<file path="config.mk">
export PLATFORM = sky130hd
export DESIGN_NAME = vqtm_parser
export DESIGN_NICKNAME = d
export VERILOG_FILES = /design/src/rtl/vqtm_pkg.sv /design/src/rtl/vqtm_parser.sv
export SDC_FILE = /design/constraint.sdc
export NUM_CORES = 1
export LEC_CHECK = 0
export BUFFER_PORTS_ARGS = -buffer_cell sky130_fd_sc_hd__clkbuf_2
export CAP_MARGIN = 30
export CORE_MARGIN = 4
export CORE_UTILIZATION = 50
export DETAILED_ROUTE_END_ITERATION = 16
export PLACE_DENSITY = 0.84
export SLEW_MARGIN = 20
export SYNTH_ARGS = -nofsm -noshare
export SYNTH_HDL_FRONTEND = slang
export SYNTH_SLANG_ARGS = --single-unit
</file>
<file path="constraint.sdc">
create_clock -name clk -period 6.3 [get_ports clk]
set_input_delay 0.945 -clock clk [delete_from_list [all_inputs] [get_ports clk]]
set_output_delay 0.945 -clock clk [all_outputs]
set_load 0.02 [all_outputs]
</file>
<file path="src/rtl/vqtm_pkg.sv">
package vqtm_pkg;

    // Codebook geometry
    localparam int CODEBOOK_DEPTH   = 1024;
    localparam int CB_AW            = $clog2(CODEBOOK_DEPTH);
    localparam int TILE_WORDS       = 16;
    localparam int TILE_LINES       = 8;
    localparam int LINE_W           = 32;
    localparam int TILE_W           = TILE_LINES * LINE_W;

    // Frame limits
    localparam int MAX_TILES_DOWN   = 32;
    localparam int MAX_TILES_ACROSS = 40;

    // Reset values of the configuration registers
    localparam logic [5:0]  ACROSS_RESET  = 6'd40;
    localparam logic [5:0]  DOWN_RESET    = 6'd25;
    localparam logic [10:0] ENTRIES_RESET = 11'd1024;

    // Register indexes on the configuration port
    localparam logic [1:0] REG_TILES_ACROSS     = 2'd0;
    localparam logic [1:0] REG_TILES_DOWN       = 2'd1;
    localparam logic [1:0] REG_CODEBOOK_ENTRIES = 2'd2;

    // Word kinds
    localparam logic REQ_UPDATE = 1'b0;
    localparam logic REQ_MAP    = 1'b1;

    // Tile map parser phases
    typedef enum logic [1:0] {
        PH_HI,
        PH_LO,
        PH_IDX,
        PH_DONE
    } phase_t;

    // Codebook memory access from the parser
    typedef struct packed {
        logic              rd_en;
        logic [CB_AW-1:0]  rd_addr;
        logic              wr_en;
        logic [CB_AW-1:0]  wr_addr;
        logic [TILE_W-1:0] wr_data;
    } cb_req_t;

    // Position and status of a tile being decoded
    typedef struct packed {
        logic [5:0] col;
        logic [4:0] row;
        logic       bad;
    } tile_meta_t;

endpackage

</file>
<file path="src/rtl/vqtm_parser.sv">
module vqtm_parser
(
    input  logic                  clk,
    input  logic                  rst_n,
    input  logic                  word_valid,
    input  logic                  req_type,
    input  logic [15:0]           word,
    input  logic                  last_word,
    input  logic                  consume,
    input  logic [5:0]            tiles_across,
    input  logic [5:0]            tiles_down,
    input  logic [10:0]           codebook_entries,
    output logic                  emits,
    output vqtm_pkg::cb_req_t     cb_req,
    output vqtm_pkg::tile_meta_t  meta
);

    // Tile map parser state
    vqtm_pkg::phase_t phase_reg, phase_next;
    logic [31:0]      mask_reg, mask_next;
    logic [5:0]       col_reg, col_next;
    logic [4:0]       row_reg, row_next;

    // Update parser state
    logic [4:0]                  upd_cnt_reg, upd_cnt_next;
    logic [vqtm_pkg::CB_AW-1:0]  entry_reg, entry_next;
    logic [15:0]                 stage_reg [vqtm_pkg::TILE_WORDS-1];

    logic [5:0]        across_eff;
    logic [5:0]        down_eff;
    vqtm_pkg::phase_t  phase_eff;
    logic              is_map;
    logic [5:0]        scan_start;
    logic [31:0]       mask_full;
    logic [31:0]       cand;
    logic [31:0]       lowest;
    logic              found;
    logic [4:0]        row_found;
    logic [5:0]        col_plus;
    logic              upd_full;
    logic              stage_we;
    logic [3:0]        stage_idx;

    // Saturate the frame size registers
    assign across_eff = (tiles_across > 6'(vqtm_pkg::MAX_TILES_ACROSS)) ?
                        6'(vqtm_pkg::MAX_TILES_ACROSS) : tiles_across;
    assign down_eff   = (tiles_down > 6'(vqtm_pkg::MAX_TILES_DOWN)) ?
                        6'(vqtm_pkg::MAX_TILES_DOWN) : tiles_down;

    // A frame whose columns are used up ignores further map words
    assign phase_eff = (phase_reg != vqtm_pkg::PH_DONE && col_reg >= across_eff) ?
                       vqtm_pkg::PH_DONE : phase_reg;
    assign is_map    = (req_type == vqtm_pkg::REQ_MAP);
    assign col_plus  = col_reg + 6'd1;

    // Mask with the low word merged in while it is being read
    assign mask_full  = (phase_eff == vqtm_pkg::PH_LO) ? {mask_reg[31:16], word} : mask_reg;
    assign scan_start = {1'b0, row_reg} + ((phase_eff == vqtm_pkg::PH_IDX) ? 6'd1 : 6'd0);

    // Find the next row at or after the scan start whose mask bit is clear
    always_comb
    begin
        for (int r = 0; r < 32; r++)
        begin
            cand[r] = ~mask_full[31 - r] && (6'(r) >= scan_start) && (6'(r) < down_eff);
        end
    end

    assign lowest = cand & (~cand + 32'd1);
    assign found  = |cand;

    always_comb
    begin
        row_found = 5'd0;
        for (int r = 0; r < 32; r++)
        begin
            if (lowest[r])
            begin
                row_found = row_found | 5'(r);
            end
        end
    end

    // Update entry bookkeeping
    assign upd_full  = (upd_cnt_reg == 5'(vqtm_pkg::TILE_WORDS));
    assign stage_idx = upd_cnt_reg[3:0] - 4'd1;
    assign stage_we  = consume && !is_map && upd_cnt_reg != 5'd0 && !upd_full;

    // Next state of both parsers
    always_comb
    begin
        phase_next   = phase_reg;
        mask_next    = mask_reg;
        col_next     = col_reg;
        row_next     = row_reg;
        upd_cnt_next = upd_cnt_reg;
        entry_next   = entry_reg;

        if (consume)
        begin
            if (is_map)
            begin
                phase_next = phase_eff;
                case (phase_eff)
                    vqtm_pkg::PH_HI:
                    begin
                        mask_next  = {word, 16'h0000};
                        phase_next = vqtm_pkg::PH_LO;
                    end
                    vqtm_pkg::PH_LO, vqtm_pkg::PH_IDX:
                    begin
                        mask_next = mask_full;
                        if (found)
                        begin
                            row_next   = row_found;
                            phase_next = vqtm_pkg::PH_IDX;
                        end
                        else
                        begin
                            row_next   = 5'd0;
                            col_next   = col_plus;
                            phase_next = (col_plus >= across_eff) ?
                                         vqtm_pkg::PH_DONE : vqtm_pkg::PH_HI;
                        end
                    end
                    default:
                    begin
                        phase_next = vqtm_pkg::PH_DONE;
                    end
                endcase
            end
            else
            begin
                if (upd_cnt_reg == 5'd0)
                begin
                    entry_next   = word[vqtm_pkg::CB_AW-1:0];
                    upd_cnt_next = 5'd1;
                end
                else if (upd_full)
                begin
                    upd_cnt_next = 5'd0;
                end
                else
                begin
                    upd_cnt_next = upd_cnt_reg + 5'd1;
                end
            end

            // End of chunk: both parsers start over
            if (last_word)
            begin
                phase_next   = vqtm_pkg::PH_HI;
                col_next     = 6'd0;
                row_next     = 5'd0;
                upd_cnt_next = 5'd0;
                entry_next   = '0;
            end
        end
    end

    // Outputs toward the codebook and the emitter
    always_comb
    begin
        emits          = word_valid && is_map && (phase_eff == vqtm_pkg::PH_IDX);
        cb_req.rd_en   = consume && emits;
        cb_req.rd_addr = word[vqtm_pkg::CB_AW-1:0];
        cb_req.wr_en   = consume && !is_map && upd_full;
        cb_req.wr_addr = entry_reg;
        for (int i = 0; i < vqtm_pkg::TILE_WORDS; i++)
        begin
            if (i < vqtm_pkg::TILE_WORDS - 1)
            begin
                cb_req.wr_data[(i / 2) * vqtm_pkg::LINE_W + (1 - i % 2) * 16 +: 16] = stage_reg[i];
            end
            else
            begin
                cb_req.wr_data[(i / 2) * vqtm_pkg::LINE_W + (1 - i % 2) * 16 +: 16] = word;
            end
        end
        meta.col = col_reg;
        meta.row = row_reg;
        meta.bad = (word >= 16'(codebook_entries)) ||
                   ({1'b0, word} >= 17'(vqtm_pkg::CODEBOOK_DEPTH));
    end

    // Parser state registers
    always_ff @(posedge clk or negedge rst_n)
    begin
        if (!rst_n)
        begin
            phase_reg   <= vqtm_pkg::PH_HI;
            mask_reg    <= '0;
            col_reg     <= '0;
            row_reg     <= '0;
            upd_cnt_reg <= '0;
            entry_reg   <= '0;
        end
        else
        begin
            phase_reg   <= phase_next;
            mask_reg    <= mask_next;
            col_reg     <= col_next;
            row_reg     <= row_next;
            upd_cnt_reg <= upd_cnt_next;
            entry_reg   <= entry_next;
        end
    end

    // Stage update words until the entry is complete
    always_ff @(posedge clk)
    begin
        if (stage_we)
        begin
            stage_reg[stage_idx] <= word;
        end
    end

endmodule

</file>
# == Yosys cells after proc, flatten, opt, wreduce, memory -nomap -nowiden ==
# Memories as Yosys holds them, arrays and structs flattened.
# Index checks and enable logic that the tools add are counted.
# W data, S select, Z words.
# classes
bitwise_logic,34
n_eq_ne,11
reduce_logical,86
n_addsub,5
mux,95
n_lt_le_gt_ge,70
# op_table
cell,n
$mux W5,38
$mux W32,4
$ge A5 B6 Y1 const A,16
$lt A5 B6 Y1 const A,16
$mux W6,13
$logic_and A1 B1 Y1,72
$mux W10,7
$pmux W32 S2,1
$ge A4 B6 Y1 const A,8
$lt A4 B6 Y1 const A,8
$add A32 B1 Y32 const B,1
$and A32 B32 Y32,1
$mux W4,8
$not A1 Y1,32
$not A32 Y32,1
$reduce_or A32 Y1,1
$mux W2,14
$ge A3 B6 Y1 const A,4
$lt A3 B6 Y1 const A,4
$ge A16 B11 Y1,1
$ge A16 B11 Y1 const B,1
$mux W16,1
$ge A1 B6 Y1 const A,2
$ge A2 B6 Y1 const A,2
27 further kinds,45
# word_totals
out_inout_bits,291
ram_bits,240
ff_bits,60
word_cells,308
input_bits,45
n_memories,1
# memory_table
memory,words,width,read_ports,rd_clocked_by_memory_dff,wr,line_no,rtl
stage_reg,15,16,15,0,1,vqtm_parser.sv:27,logic [15:0] stage_reg [vqtm_pkg::TILE_WORDS-1];

# == Depth between registers and ports, before layout ==
# logic_depth
ltp_word,56
ltp_mapped,26
mapped_depth_nobuf,23

# == Least setup slack after synthesis ==
# Ideal clock, no wire load.
# synth_timing
kind,input to register
from,input port tiles_across[4]
to,register row_reg[3]
setup_slack_ps,542
n_path_buf,2
required_time_ps,6179
setup_ps,121
arrival_ps,5637
cell_stages,24
cell_sequence,o21ai_0 and2_1 ha_1 nand2b_1 a21o_1 a21oi_1 o21ai_0 a21o_1 a21o_1 or2_2 ha_1 ha_1 ha_1 buf_2 or2_1 o221ai_2 nand2_2 a2111oi_2 nor4_1 nand4b_1 buf_6 nor3_2 or4_1 a22o_1
# synth_via
elab_chain_cells,49
elab_cells_between_ends,164
cone_classes,2 x add/sub; 34 x order compare; 3 x eq/ne; 39 x mux; 18 x bitwise; 68 x reduce/logical
# synth_rtl
item,line_no,rtl
"start, declared",vqtm_parser.sv:10,"input logic [5:0] tiles_across,"
$gt A6 B6 Y1,vqtm_parser.sv:45,assign across_eff = (tiles_across > 6'(vqtm_pkg::MAX_TILES_ACROSS)) ?
$mux W6 *,vqtm_parser.sv:45,
$ge A6 B6 Y1 *,vqtm_parser.sv:51,assign phase_eff = (phase_reg != vqtm_pkg::PH_DONE && col_reg >= across_eff) ?
$logic_and A1 B1 Y1 *,vqtm_parser.sv:51,
$mux W2 *,vqtm_parser.sv:51,
$eq A2 B2 Y1,"vqtm_parser.sv:58, vqtm_parser.sv:104",
$mux W1,vqtm_parser.sv:58,"assign scan_start = {1'b0, row_reg} + ((phase_eff == vqtm_pkg::PH_IDX) ? 6'd1 : 6'd0);"
$add A5 B1 Y6,vqtm_parser.sv:58,
[... 33 more ...],-,
$mux W5,vqtm_parser.sv:99,if (consume)
$mux W5,vqtm_parser.sv:104,case (phase_eff)
$mux W5,vqtm_parser.sv:101,if (is_map)
$mux W5,vqtm_parser.sv:99,
$mux W5,vqtm_parser.sv:101,
$mux W5,vqtm_parser.sv:99,
$mux W5,vqtm_parser.sv:150,if (last_word)
$mux W5,vqtm_parser.sv:99,
"end signal, assigned",vqtm_parser.sv:203,row_reg <= row_next;
"end, declared",vqtm_parser.sv:22,"logic [4:0] row_reg, row_next;"
# Every way passes the cells marked *; elsewhere a longest branch is shown, timed or not. The select of a mux whose other input is x is not followed.
# A chain may end at the register's enable or synchronous reset.

# == Final worst setup path ==
# layout_timing
from,input port tiles_across[4]
to,register row_reg[0]
# layout_via
elab_chain_cells,56
elab_cells_between_ends,171
cone_classes,2 x add/sub; 34 x order compare; 3 x eq/ne; 46 x mux; 18 x bitwise; 68 x reduce/logical
# layout_rtl
item,line_no
$gt A6 B6 Y1,vqtm_parser.sv:45
$mux W6 *,vqtm_parser.sv:45
$ge A6 B6 Y1 *,vqtm_parser.sv:51
$logic_and A1 B1 Y1 *,vqtm_parser.sv:51
$mux W2 *,vqtm_parser.sv:51
$eq A2 B2 Y1,"vqtm_parser.sv:58, vqtm_parser.sv:104"
$mux W1,vqtm_parser.sv:58
$add A5 B1 Y6,vqtm_parser.sv:58
[... 40 more ...],-
$mux W5,vqtm_parser.sv:99
$mux W5,vqtm_parser.sv:104
$mux W5,vqtm_parser.sv:101
$mux W5,vqtm_parser.sv:99
$mux W5,vqtm_parser.sv:101
$mux W5,vqtm_parser.sv:99
$mux W5,vqtm_parser.sv:150
$mux W5,vqtm_parser.sv:99
# Marked as above.

==> impl_metrics.tcl <==
set metrics [dict create \
    status "finished clean" \
    seq_area_frac_synth 0.688 \
    core_area_um2 24600 \
    vias_per_cell 5.78 \
    cp_data_arrival_time_ns 6.23 \
    initial_utilization 0.515 \
    endpoint_kind "flip-flop" \
    min_path_type "reg2reg" \
    die_w_um 167 \
    largest_reg_flops 240 \
    pwr-share-seq 0.471 \
    max-slew-margin-rel 0.408 \
    synth_nets 959 \
    p_switching_mw 1.31 \
    rows 57 \
    numPortBuffers 335 \
    first_pass_iters 6 \
    wl_per_cell_um 23.8 \
    yosys_warnings 0 \
    final_max_slew_viol_count 0 \
    netlist_instances 879 \
    cts.sinks 300 \
    syn_area_um2 12700 \
    clk_path_buf_depth 3 \
    tns_ns 0 \
    antenna_found_initial 0 \
    cts_tree "done" \
    antennaDiodeCount 0 \
    dieArea_um2 27900 \
    synthFlopType "edfxtp_1" \
    grt_pass1_vias 8749 \
    p_per_area_nw_per_um2 311 \
    critPathMaxFanout 13 \
    path_class "in2reg" \
    cts-root-buf "clkbuf_16" \
    cts_buffers 30 \
    hpwl_um 26600 \
    gp_congestion 0.999 \
    setup_viol 0 \
    p_leak_nw 6.70 \
    grt_max_degree 61 \
    wirelength_um 37900 \
    startpoint_type "input pin" \
    cts_setup_buffers 0 \
    htreeDepth 1 \
    cap_violations 0 \
    fill_cells 1777 \
    fin_area_um2 15800 \
    placed_cell_area_um2 14800 \
    drive_gt1_frac 0.382 \
    cts_hold_buf 0 \
    post_cts_resized 0 \
    path_clk_slew_ns 0.06 \
    clock_latency_ns 0.55 \
    drt_iter0_drc 925 \
    synth-edff-count 240 \
    pwr-share-comb 0.171 \
    finalCriticalPeriod_ns 5.81 \
    pin_count 336 \
    worst_pin_slew_ns 0.886 \
    gr-total-overflow 0 \
    synth_cell_types 84 \
    p_clk_frac 0.358 \
    die_y_um 167 \
    avgSynthCellArea_um2 14.4 \
    fin_nets 1327 \
    peakVddDrop_mv 0.261 \
    switching_share 0.267 \
    grt_first_pass_wirelength_um 56400 \
    fin_crit_sh 0.922 \
    ys_seq_elements 300 \
    gr-usage-all-layers 0.264 \
    via_count 9227 \
    async_reset_ff_frac 0.200 \
    fin_worst_skew_ns 0.0242 \
    drc 0 \
    finalHoldViolations 0 \
    drtAntennaViolNets 0 \
    rsz0062_at_grt "no" \
    whs_ns 0.484 \
    required_ns 6.72 \
    intPower_mw 3.61 \
    syn_to_final_growth_pct 24.9 \
    timing.fmax_mhz 172 \
]
==> critical path, cell delays in order <==
cell       delay, ns
clkbuf_2        0.09
o21ai_0         0.25
and2_1          0.20
ha_1            0.24
nand2b_1        0.14
a21o_1          0.17
a21oi_1         0.12
o21ai_0         0.11
a21o_1          0.18
a21o_1          0.18
or2_2           0.30
ha_1            0.21
ha_1            0.18
ha_1            0.33
or2_1           0.31
o221ai_2        0.20
nand2_2         0.13
a2111oi_1       0.60
nor4_1          0.15
nand4b_1        0.16
buf_4           0.18
buf_4           0.13
nor2_1          0.04
a221o_1         0.34
o32a_1          0.33
==> stage by stage <==
step	utilization	cells	power, mW	setup slack [ns]
after floorplan	-	879	2.88	0.542
after global placement	0.602	1537	3.18	0.0738
after detailed placement	0.602	1537	3.19	0.0423
after CTS	0.642	1593	4.94	0.574
after global routing	0.643	1595	5.14	0.151
final	0.643	1595	4.92	0.491
==> power by group through the flow <==
stage / clock network (mW) / logic (mW) / registers (mW)
final: 1.76 / 0.840 / 2.32
after global routing: 1.89 / 0.918 / 2.33
after CTS: 1.79 / 0.832 / 2.32
after detailed placement: 0 / 0.830 / 2.36
after global placement: 0 / 0.830 / 2.35
after floorplan: 0 / 0.528 / 2.35
==> synthesized netlist by cell type, types with 3 or more instances <==
cell type,instances,area (um^2)
or3_1,8,50.1
edfxtp_1,240,7210
nor2b_1,12,75.1
buf_4,29,218
and2_1,12,75.1
mux2i_1,13,130
nand2_1,48,180
clkbuf_1,12,45.0
a211o_1,6,52.6
nand4_1,5,31.3
nor3_1,11,55.1
or2_2,8,50.1
buf_2,11,55.1
inv_1,26,97.6
xor2_1,5,43.8
o21ai_1,3,15.0
dfrtp_1,60,1500
nor2_1,61,229
o221ai_1,4,35.0
a21oi_1,28,140
nand2b_1,8,50.1
o21a_1,3,22.5
a21boi_0,3,22.5
xnor2_1,6,52.6
ha_1,35,438
nor3b_1,3,22.5
a32oi_1,3,26.3
o22ai_1,6,37.5
o21ai_0,23,115
or4_1,4,30.0
nand3_1,13,65.1
nor4_1,6,37.5
a22oi_1,3,22.5
a21o_1,16,120
a31oi_1,7,43.8
mux2_2,19,214
a211oi_1,8,60.1
o211ai_1,7,52.6
o31ai_1,6,45.0
a22o_1,27,236
and3_1,11,68.8
==> layout by cell type (no fill, tap or decap), drive strengths merged, types with 27 or more instances in the layout <==
cell type	instances
buf	56
dfrtp	60
inv	30
ha	35
a21oi	28
a22o	27
nor2	63
clkbuf	369
edfxtp	240
nand2	50
==> path summary, 6_finish.rpt <==
check	start	to	slack, ns	depth (start not counted)
setup / recovery	tiles_across[4]	row_reg[0]	0.49	25
hold / removal	mask_reg[9]	mask_reg[9]	0.48	2
setup reg to reg	col_reg[0]	row_reg[0]	0.84	23
hold reg to reg	mask_reg[9]	mask_reg[9]	0.48	2
max in group asynchronous	rst_n	row_reg[3]	5.18	2
min in group asynchronous	rst_n	mask_reg[26]	0.54	2
==> cell families (layout without fill, tap and decap cells) <==
logic type,Yosys count,in the layout,share of synthesized area
xor+xnor,11,11,0.00761
compound gates,183,183,0.107
flops,300,300,0.688
mux,32,32,0.0272
simple gates,236,236,0.100
buf+inv,81,473,0.0349
fa+ha+maj,36,36,0.0354
==> layout make-up <==
class	count	area, um^2	share of cell area
clock buffer	34	766	0.0484
clock inverter	22	234	0.0148
inverter	26	97.6	0.00617
multi-input combinational	498	3510	0.222
sequential	300	8710	0.550
tap	324	405	0.0256
timing repair buffer	391	2100	0.133
==> layer usage <==
| metal | GRT usage | part of all wire |
|---|---|---|
| met1 | 0.339 | 0.38 |
| met4 | 0.0967 | 0.041 |
| met3 | 0.0417 | 0.078 |
| met2 | 0.458 | 0.50 |
| met5 | 0 | 0 |
(Power assumes the default switching activity.)
