--- src/rtl/vqtm_pkg.sv ---
package vqtm_pkg;

    // Codebook geometry
    localparam int CODEBOOK_DEPTH   = 1024;
    localparam int CB_AW            = $clog2(CODEBOOK_DEPTH);
    localparam int TILE_WORDS       = 16;
    localparam int TILE_LINES       = 8;
    localparam int LINE_W           = 32;
    localparam int TILE_W           = TILE_LINES * LINE_W;

    // Frame limits
    localparam int MAX_TILES_DOWN   = 32;
    localparam int MAX_TILES_ACROSS = 40;

    // Reset values of the configuration registers
    localparam logic [5:0]  ACROSS_RESET  = 6'd40;
    localparam logic [5:0]  DOWN_RESET    = 6'd25;
    localparam logic [10:0] ENTRIES_RESET = 11'd1024;

    // Register indexes on the configuration port
    localparam logic [1:0] REG_TILES_ACROSS     = 2'd0;
    localparam logic [1:0] REG_TILES_DOWN       = 2'd1;
    localparam logic [1:0] REG_CODEBOOK_ENTRIES = 2'd2;

    // Word kinds
    localparam logic REQ_UPDATE = 1'b0;
    localparam logic REQ_MAP    = 1'b1;

    // Tile map parser phases
    typedef enum logic [1:0] {
        PH_HI,
        PH_LO,
        PH_IDX,
        PH_DONE
    } phase_t;

    // Codebook memory access from the parser
    typedef struct packed {
        logic              rd_en;
        logic [CB_AW-1:0]  rd_addr;
        logic              wr_en;
        logic [CB_AW-1:0]  wr_addr;
        logic [TILE_W-1:0] wr_data;
    } cb_req_t;

    // Position and status of a tile being decoded
    typedef struct packed {
        logic [5:0] col;
        logic [4:0] row;
        logic       bad;
    } tile_meta_t;

endpackage

--- src/rtl/vqtm_emitter.sv ---
module vqtm_emitter
(
    input  logic                         clk,
    input  logic                         rst_n,
    input  logic                         load,
    input  vqtm_pkg::tile_meta_t         meta,
    input  logic [vqtm_pkg::TILE_W-1:0]  rd_data,
    input  logic                         out_stall,
    output logic                         tile_free,
    output logic                         out_valid,
    output logic [5:0]                   tile_col,
    output logic [4:0]                   tile_row,
    output logic [2:0]                   line,
    output logic [31:0]                  pixels,
    output logic                         bad_index,
    output logic                         last
);

    logic                 tile_valid_reg;
    logic [2:0]           line_reg;
    vqtm_pkg::tile_meta_t meta_reg;

    logic                 out_valid_reg;
    logic [5:0]           tile_col_reg;
    logic [4:0]           tile_row_reg;
    logic [2:0]           line_out_reg;
    logic [31:0]          pixels_reg;
    logic                 bad_index_reg;
    logic                 last_reg;

    logic                 move;
    logic                 line_is_last;

    // Advance a line whenever the result register frees up
    assign move         = tile_valid_reg && (!out_valid_reg || !out_stall);
    assign line_is_last = (line_reg == 3'(vqtm_pkg::TILE_LINES - 1));
    assign tile_free    = !tile_valid_reg || (move && line_is_last);

    // Tile line buffer control
    always_ff @(posedge clk or negedge rst_n)
    begin
        if (!rst_n)
        begin
            tile_valid_reg <= 1'b0;
            line_reg       <= '0;
        end
        else if (load)
        begin
            tile_valid_reg <= 1'b1;
            line_reg       <= '0;
        end
        else if (move)
        begin
            line_reg <= line_reg + 3'd1;
            if (line_is_last)
            begin
                tile_valid_reg <= 1'b0;
            end
        end
    end

    // Hold tile position for its eight lines
    always_ff @(posedge clk)
    begin
        if (load)
        begin
            meta_reg <= meta;
        end
    end

    // Result register valid
    always_ff @(posedge clk or negedge rst_n)
    begin
        if (!rst_n)
        begin
            out_valid_reg <= 1'b0;
        end
        else if (move)
        begin
            out_valid_reg <= 1'b1;
        end
        else if (!out_stall)
        begin
            out_valid_reg <= 1'b0;
        end
    end

    // Result register payload
    always_ff @(posedge clk)
    begin
        if (move)
        begin
            tile_col_reg  <= meta_reg.col;
            tile_row_reg  <= meta_reg.row;
            line_out_reg  <= line_reg;
            pixels_reg    <= rd_data[line_reg * vqtm_pkg::LINE_W +: vqtm_pkg::LINE_W];
            bad_index_reg <= meta_reg.bad;
            last_reg      <= line_is_last;
        end
    end

    assign out_valid = out_valid_reg;
    assign tile_col  = tile_col_reg;
    assign tile_row  = tile_row_reg;
    assign line      = line_out_reg;
    assign pixels    = pixels_reg;
    assign bad_index = bad_index_reg;
    assign last      = last_reg;

endmodule

--- config.mk ---
export PLATFORM = sky130hd
export DESIGN_NAME = vqtm_emitter
export DESIGN_NICKNAME = d
export VERILOG_FILES = /design/src/rtl/vqtm_pkg.sv /design/src/rtl/vqtm_emitter.sv
export SDC_FILE = /design/constraint.sdc
export NUM_CORES = 1
export LEC_CHECK = 0
export BUFFER_PORTS_ARGS = -buffer_cell sky130_fd_sc_hd__buf_2
export CORE_AREA = 2 2 126 128
export CTS_BUF_LIST = sky130_fd_sc_hd__clkbuf_8
export CTS_CLUSTER_SIZE = 16
export DETAILED_ROUTE_END_ITERATION = 12
export DIE_AREA = 0 0 128 130
export PLACE_DENSITY = 0.58
export SLEW_MARGIN = 20
export SYNTH_ARGS = -nofsm -noshare
export SYNTH_HDL_FRONTEND = slang
export SYNTH_SLANG_ARGS = --single-unit
--- constraint.sdc ---
create_clock -name clk -period 5.1 [get_ports clk]
set_clock_uncertainty 0.15 [all_clocks]
set_input_delay 1.02 -clock clk [delete_from_list [all_inputs] [get_ports clk]]
set_output_delay 1.02 -clock clk [all_outputs]
set_load 0.02 [all_outputs]
Yosys cells after proc, flatten, opt, wreduce, memory -nomap -nowiden
Index checks and enable logic that the tools add are counted.
{"block": "word_totals", "ram_bits": 0, "mem_bits_ro": 0, "output_inout_bits": 50, "latchBits": 0, "ff_bits": 65, "memories": 0}
{"block": "classes", "mul": 0, "n_eq_ne": 2, "n_mux": 7, "reduce_logical": 10, "n_lt_le_gt_ge": 0, "shifts": 1, "bitwise": 0, "div_mod_pow": 0, "add_sub_neg": 1}
{"op": "indexed part select 256 x 9 -> 32 bit", "n": 1}
{"op": "two-way mux 3 bit", "n": 2}
{"op": "two-way mux 1 bit", "n": 5}
{"op": "nonzero test 2 bit", "n": 2}
{"op": "adder 3 x 1 -> 3 bit, second input constant", "n": 1}
{"op": "equality test 3 bit, second input constant", "n": 1}
{"op": "logical NOT 1 bit", "n": 3}
{"op": "logical AND 1 bit", "n": 2}
{"op": "logical OR 1 bit", "n": 2}
{"op": "!= test 2 x 1 -> 1 bit, second input constant", "n": 1}
{"op": "AND reduction 2 bit", "n": 1}

Depth between registers and ports, before layout
Gate-level depths: netlist of the first run.
{"block": "depth", "word_depth": 5, "mapped_depth": 4, "ltp_nobuf": 4}

Worst setup path after synthesis of the first run
OpenSTA, ideal clock, no wires.
{"block": "synth_timing", "path_type": "input -> register", "startpoint": "in out_stall", "endpoint": "reg line_reg[1]", "path_stages": 3, "t_arrival_ns": 3.928, "required_ns": 4.825, "n_path_buf": 0, "slack_ns": 0.897, "cell_sequence": "a21boi_1 mux2i_1 nor2_1"}
{"block": "synth_between", "elab_chain_cells": 4}
{"element": "start, declared", "line": "vqtm_emitter.sv:8", "text": "input logic out_stall,"}
{"element": "logical NOT 1 bit"}
{"element": "logical OR 1 bit", "line": "vqtm_emitter.sv:35", "text": "assign move = tile_valid_reg && (!out_valid_reg || !out_stall);"}
{"element": "logical AND 1 bit", "line": "vqtm_emitter.sv:35"}
{"element": "nonzero test 2 bit (no source line)"}
{"element": "end signal, assigned", "line": "vqtm_emitter.sv:54", "text": "line_reg <= line_reg + 3'd1;"}
{"element": "end, declared", "line": "vqtm_emitter.sv:20", "text": "logic [2:0] line_reg;"}
No other way between the ends.
A chain may end at the register's enable or synchronous reset.

Worst setup path in the final report of the first run
{"block": "layout_timing", "startpoint": "reg line_reg[1]", "endpoint": "out tile_free"}
{"block": "layout_between", "elab_chain_cells": 3}
{"element": "equality test 3 bit", "line": "vqtm_emitter.sv:36", "text": "assign line_is_last = (line_reg == 3'(vqtm_pkg::TILE_LINES - 1));"}
{"element": "named net line_is_last", "line": "vqtm_emitter.sv:32", "text": "logic line_is_last;"}
{"element": "logical AND 1 bit", "line": "vqtm_emitter.sv:37", "text": "assign tile_free = !tile_valid_reg || (move && line_is_last);"}
{"element": "logical OR 1 bit", "line": "vqtm_emitter.sv:37"}
{"element": "end, declared", "line": "vqtm_emitter.sv:9", "text": "output logic tile_free,"}
The timed path passes the listed nets, and every way through them passes these cells.

==> results of run 1 <==
-- power breakdown --
group	switching (W)	leakage [nW]	internal [W]
sequential	0.0000344	0.642	0.000645
combinational	0.000155	1.89	0.000231
clock	0.000220	0.101	0.000231
-- layout make-up --
type                    instances  area share, %
clock buffers                   9           2.06
well taps                     192           3.99
flip-flops and latches         65           32.1
multi-input cells             109           33.3
diodes                          1         0.0416
clock inverters                 7           1.33
repair buffers                324           27.1
-- worst max path at each step --
stage / endpoint / from / cells past startpoint
after floorplan: line_reg[1] / out_stall / 3
after global placement: bad_index / out_stall / 3
after detailed placement: tile_col[2] / out_stall / 3
after CTS: tile_free / line_reg[1] / 4
after global routing: tile_free / line_reg[1] / 4
final: tile_free / line_reg[1] / 4
-- cell usage in the layout (no fill, tap or decap), drive strengths merged --
cell and n:
ha 2, xnor2 1, a21boi 1, edfxtp 60
mux4 64, buf 324, mux2 32, diode 1
nand2b 2, mux2i 2, inv 1, clkbuf 9
dfrtp 5, nor2 3, clkinvlp 1, a21bo 1
nand2 1, bufinv 1, clkinv 4
-- metal layers --
metal / up-vias / part of all wire, % / GRT usage, %
met5: - / 0 / 0
li1: 1512 / - / -
met3: 15 / 7.8 / 3.77
met2: 186 / 55 / 28.5
met4: 0 / 1.7 / 4.91
met1: 1611 / 36 / 15.4
-- metrics by stage --
stage          hold WS, ps  std cells  cell area (µm²)  worst slack (ps)  utilization, %
3_5_place_dp           255        690             5810              2180            37.7
2_1_floorplan          250        192             4060               897               -
6_report               263        707             6010              1900            39.0
4_1_cts                268        706             6010              1820            39.0
3_3_place_gp           252        690             5810              2210            37.7
5_1_grt                277        707             6010              1720            39.0
-- cell families after synthesis --
family / after synthesis
buffers and inverters: 18
multiplexers: 98
adder cells (fa/ha/maj): 2
AO/OA/AOI/OAI: 2
AND/OR/NAND/NOR: 6
XOR/XNOR: 1
flip-flops: 65
==> summary.md, run 1 <==
| Metric | Value |
|---|---|
| Clk buf depth | `2` |
| Crit path largest cell delay | `930 ps` |
| Vias per inst | `4.70` |
| CTS buffer count | `9` |
| Hold Path Class | `flop to flop` |
| Post-CTS Setup Repair Bufs | `0` |
| Starting Density | `26.3%` |
| PortBufs | `321` |
| Cells on worst reg2reg path | `3` |
| Area contributors post-synth | `edfxtp_1 (44%), mux4_2 (22%), mux4_1 (16%), mux2_2 (8.9%), dfrtp_1 (3.1%)` |
| Number of global-route vias before repair | `3459` |
| Total die area | `16600 µm²` |
| Hold path depth | `0` |
| First-pass GRT wire length | `18300 µm` |
| Syn Inst Count | `192` |
| Syn. warnings | `0` |
| Hold Fails Final Rpt | `0` |
| CP bufs+invs | `1` |
| Cell breakdown of the critical path | `ha_1 > ha_1 > a21bo_2 > buf_2` |
| Final setup violation count | `0` |
| Xor and xnor area share after synthesis | `0.216%` |
| Synth Area in Adders | `0.616%` |
| Multiplexer share of the synthesized area | `47.2%` |
| Multi-input logic area | `2010 µm²` |
| Die H | `130 µm` |
| Register area share after synthesis | `47.4%` |
| Final max-slew violation count | `0` |
| Fillers | `1490` |
| Pwr Density | `252 nW/µm²` |
| Slowest CP cell | `dfrtp_2` |
| Initial antenna violation count | `1` |
| Maximum number of pins on one net before global-route repair | `67` |
| Library cells used by synthesis | `19` |
| Share of flip-flops with an asynchronous set or reset | `7.69%` |
| Syn avg cell area | `21.2 µm²` |
| Critical path capture point type | `output pin` |
| Root buffer cell | `clkbuf_8` |
| Reg clk slew, reported paths | `80 ps` |
| CP Max Fanout | `35` |
| Crit path kind | `flop to output pin` |
| Simple-gate portion of the synthesized area | `0.678%` |
| Status | `finished clean` |
| Cell taking the most area after synthesis | `edfxtp_1` |
| Detail Placement HPWL | `10500 µm` |
| Die Width | `128 µm` |
| Ports | `322` |
| Mapped cell area | `4060 µm²` |
| #FFs+latches synth | `65` |
| Latest clock arrival within the worst-skew pair | `340 ps` |
| Compound-Gate Fraction of Synth Area | `0.431%` |
| GRT Residual Overflow | `0` |
| Area Growth Syn to Fin | `48.0%` |
| Most common cell in the netlist | `edfxtp_1` |
| Final Net Count | `783` |
| Delay-heaviest family, CP | `flip-flops` |
| Reg area | `1930 µm²` |
| CTS tree | `yes` |
| Reg2reg setup slack | `2380 ps` |
| Yosys top cell area share | `44.3%` |
| Worst EP required | `3930 ps` |
| CTS Sinks | `65` |
| Detailed-route wire length | `12800 µm` |
| Min cycle time layout | `3200 ps` |
| HP Start | `meta_reg[4]` |
| Antenna-violating nets left | `0` |
| Largest family of logic cells by synthesized area | `multiplexers` |
| Fmax | `0.312 GHz` |
| Layout cells sized above 1 | `80.9%` |
| Worst EP arrival | `2030 ps` |
| Peak supply drop | `94.4 µV` |
| Pre-antenna DRT Iters | `4` |
| Drc violations | `0` |
| Cts repair resizes | `0` |
| Critical path's most frequent cell | `ha_1` |
| Wire per inst | `18.1 µm` |
| Setup TNS | `0 ps` |
| Most instantiated cells after synthesis | `edfxtp_1 (60), mux4_2 (39), mux2_2 (32)` |
| Top_reg_cell synth | `edfxtp_1` |
| GRT Total Usage | `14.7%` |
| RSZ-0062 raised after global routing | `no` |
| Slew headroom | `37.6%` |
| Post-synth EDFFs | `60` |
| Post-cts hold buffer count | `0` |
| Core Footprint | `15400 µm²` |
| Static Leak | `2.63 nW` |
| Max reg flops | `32` |
| Reg-to-Reg Start | `line_reg[0]` |
| WHS Endpoint | `tile_row[3]` |
| Startpoint Class | `flop` |
| Max cap viols | `0` |
| Total power | `0.00152 W` |
| Slew @ Worst Pin | `933 ps` |
| R2r endpoint | `pixels[17]` |
| Placer Congestion | `0.775` |
| DR iter-0 viols | `127` |
| Period utilization | `62.8%` |
| Row Count | `46` |
| Via Count | `3324` |
| Synthesized net count | `466` |
| Htree depth | `3` |
Note: power is estimated with default switching activity, not from simulation.
==> run 2: changes to the inputs <==
CORE_AREA = 2 2 125 127   (was 2 2 126 128)
DIE_AREA = 0 0 127 129   (was 0 0 128 130)
PLACE_DENSITY = 0.61   (was 0.58)
clock period = 2.8 ns   (was 5.1 ns; I/O delays follow)
==> summary.md, run 2 (same netlist as run 1, synthesis figures left out) <==
| Metric | Value |
|---|---|
| Starting Density | `27.1% (+0.79 points)` |
| Slew headroom | `65.9% (+28 points)` |
| RSZ-0062 raised after global routing | `no` |
| Placer Congestion | `0.834 (+7.6%)` |
| HP Start | `meta[8]` |
| Drc violations | `0 (unchanged)` |
| Maximum number of pins on one net before global-route repair | `48 (-28%)` |
| Ant. Diodes | `0 (-1)` |
| Die Width | `127 µm (-0.78%)` |
| Min cycle time layout | `2540 ps` |
| DR iter-0 viols | `114 (-10%)` |
| Max reg flops | `32 (unchanged)` |
| Latest clock arrival within the worst-skew pair | `350 ps (about the same)` |
| Wl on met1 | `4620 µm (+1.5%)` |
| Final max-slew violation count | `0 (unchanged)` |
| Total power | `0.00280 W (+84%)` |
| Fillers | `1432 (-3.9%)` |
| Number of global-route vias before repair | `3676 (+6.3%)` |
| WHS Endpoint | `meta_reg[8]` |
| Detail Placement HPWL | `10600 µm (+0.91%)` |
| Hold Fails Final Rpt | `0 (unchanged)` |
| Hold Path Class | `primary input to flop` |
| Critical path capture point type | `output pin` |
| PortBufs | `321 (unchanged)` |
| DR WL met3 | `1160 µm (+17%)` |
| Most frequent cells in the layout | `buf_2 (321), edfxtp_1 (60), mux4_2 (39)` |
| Slew @ Worst Pin | `512 ps (-421 ps)` |
| R2r endpoint | `pixels[17]` |
| Total die area | `16400 µm² (-1.5%)` |
| Reg clk slew, reported paths | `90 ps (about the same)` |
| Peak supply drop | `202 µV (+110%)` |
| CTS tree | `yes` |
| Max cap viols | `0 (unchanged)` |
| GRT Residual Overflow | `0 (unchanged)` |
| Top Metal Used | `met4` |
| Placed cell area | `5860 µm² (+0.95%)` |
| Core Footprint | `15000 µm² (-2.9%)` |
| Fmax | `0.393 GHz` |
| Fin cells | `706 (-0.14%)` |
| CTS buffer count | `9 (unchanged)` |
| GRT Total Usage | `15.4% (+0.77 points)` |
| Period utilization | `90.8%` |
| Die H | `129 µm (-0.77%)` |
| Worst EP arrival | `1830 ps (-200 ps)` |
| Vias per inst | `4.85 (+3.2%)` |
| Setup TNS | `0 ps (unchanged)` |
| Pre-antenna DRT Iters | `4 (unchanged)` |
| Static Leak | `2.66 nW (+1.2%)` |
| Worst EP required | `2090 ps (-1840 ps)` |
| Via Count | `3427 (+3.1%)` |
| Pwr Density | `460 nW/µm² (+83%)` |
| First-pass GRT wire length | `19000 µm (+4.0%)` |
| Startpoint Class | `flop` |
| CTS Sinks | `65 (unchanged)` |
| Initial antenna violation count | `0 (-1)` |
| Post-CTS Setup Repair Bufs | `0 (unchanged)` |
| Fin area | `6070 µm² (+1.0%)` |
| Detailed-route wire length | `13000 µm (+2.1%)` |
| Final setup violation count | `0 (unchanged)` |
| Hold path depth | `1 (+1)` |
| Reg2reg setup slack | `580 ps (-1800 ps)` |
| Wire per inst | `18.5 µm (+2.2%)` |
| Clk buf depth | `2 (unchanged)` |
| Cells on worst reg2reg path | `3 (unchanged)` |
| Placed cells | `689 (-0.14%)` |
| Layout cells sized above 1 | `80.9% (about the same)` |
| Ports | `322 (unchanged)` |
| Reg-to-Reg Start | `line_reg[0]` |
| CP Max Fanout | `21 (-40%)` |
| Antenna-violating nets left | `0 (unchanged)` |
| Root buffer cell | `clkbuf_8` |
| Final Net Count | `787 (+0.51%)` |
| Status | `finished clean` |
| Row Count | `45 (-2.2%)` |
| Crit path kind | `flop to output pin` |
| Area Growth Syn to Fin | `49.5%` |
| Htree depth | `3 (unchanged)` |
| Routed wl met2 | `7110 µm (+1.5%)` |
| Most common cell after layout, fill and taps aside | `buf_2` |
==> run 2: how the worst max path moves through the flow <==
stage,start,endpoint,slack [ps],cells after the start
after floorplan,out_valid,line_reg[1],160,3
after global placement,line_reg[0],pixels[15],590,3
after detailed placement,line_reg[0],pixels[17],540,3
after CTS,line_reg[0],tile_free,190,4
after global routing,line_reg[0],tile_free,160,4
final,line_reg[0],tile_free,260,4
==> run 2: layer usage <==
layer / global-route usage [%] / up-vias
met2: 28.5 / 192
met1: 17.0 / 1702
met3: 5.03 / 12
met4: 4.65 / 0
li1: - / 1521
met5: 0 / -
==> run 2: what timing repair did <==
item                                   in CTS  in global routing
endpoints found under the hold margin       5                  0
resized for setup                           0                  0
hold buffers                                1                  0
==> run 2: area by class of cell <==
class / count / area, µm² / area share, %
tap: 188 / 235 / 3.87
multi-input combinational: 109 / 2010 / 33.0
sequential: 65 / 1930 / 31.8
clock inverter: 7 / 77.6 / 1.28
clock buffer: 9 / 124 / 2.04
timing repair buffer: 328 / 1700 / 28.0
==> run 2: report_power, final <==
part	switching, W	internal [W]	total (W)	leakage (nW)
Sequential	0.0000381	0.00117	0.00121	0.642
Clock	0.000422	0.000421	0.000843	0.101
Combinational	0.000305	0.000435	0.000741	1.92
==> run 2: metrics by stage <==
| step | setup WS, ps | util (%) | hold WS [ps] |
|---|---|---|---|
| final | 257 | 40.6 | 232 |
| after CTS | 192 | 40.6 | 199 |
| after floorplan | 156 | - | 114 |
| after global routing | 156 | 40.6 | 191 |
| after global placement | 587 | 39.1 | 233 |
| after detailed placement | 544 | 39.1 | 230 |
==> run 2: worst max-delay path: stages (launching register included) <==
cell and delay, ps:
dfrtp_4 650, ha_1 270, ha_1 190, a21bo_2 200, buf_2 160
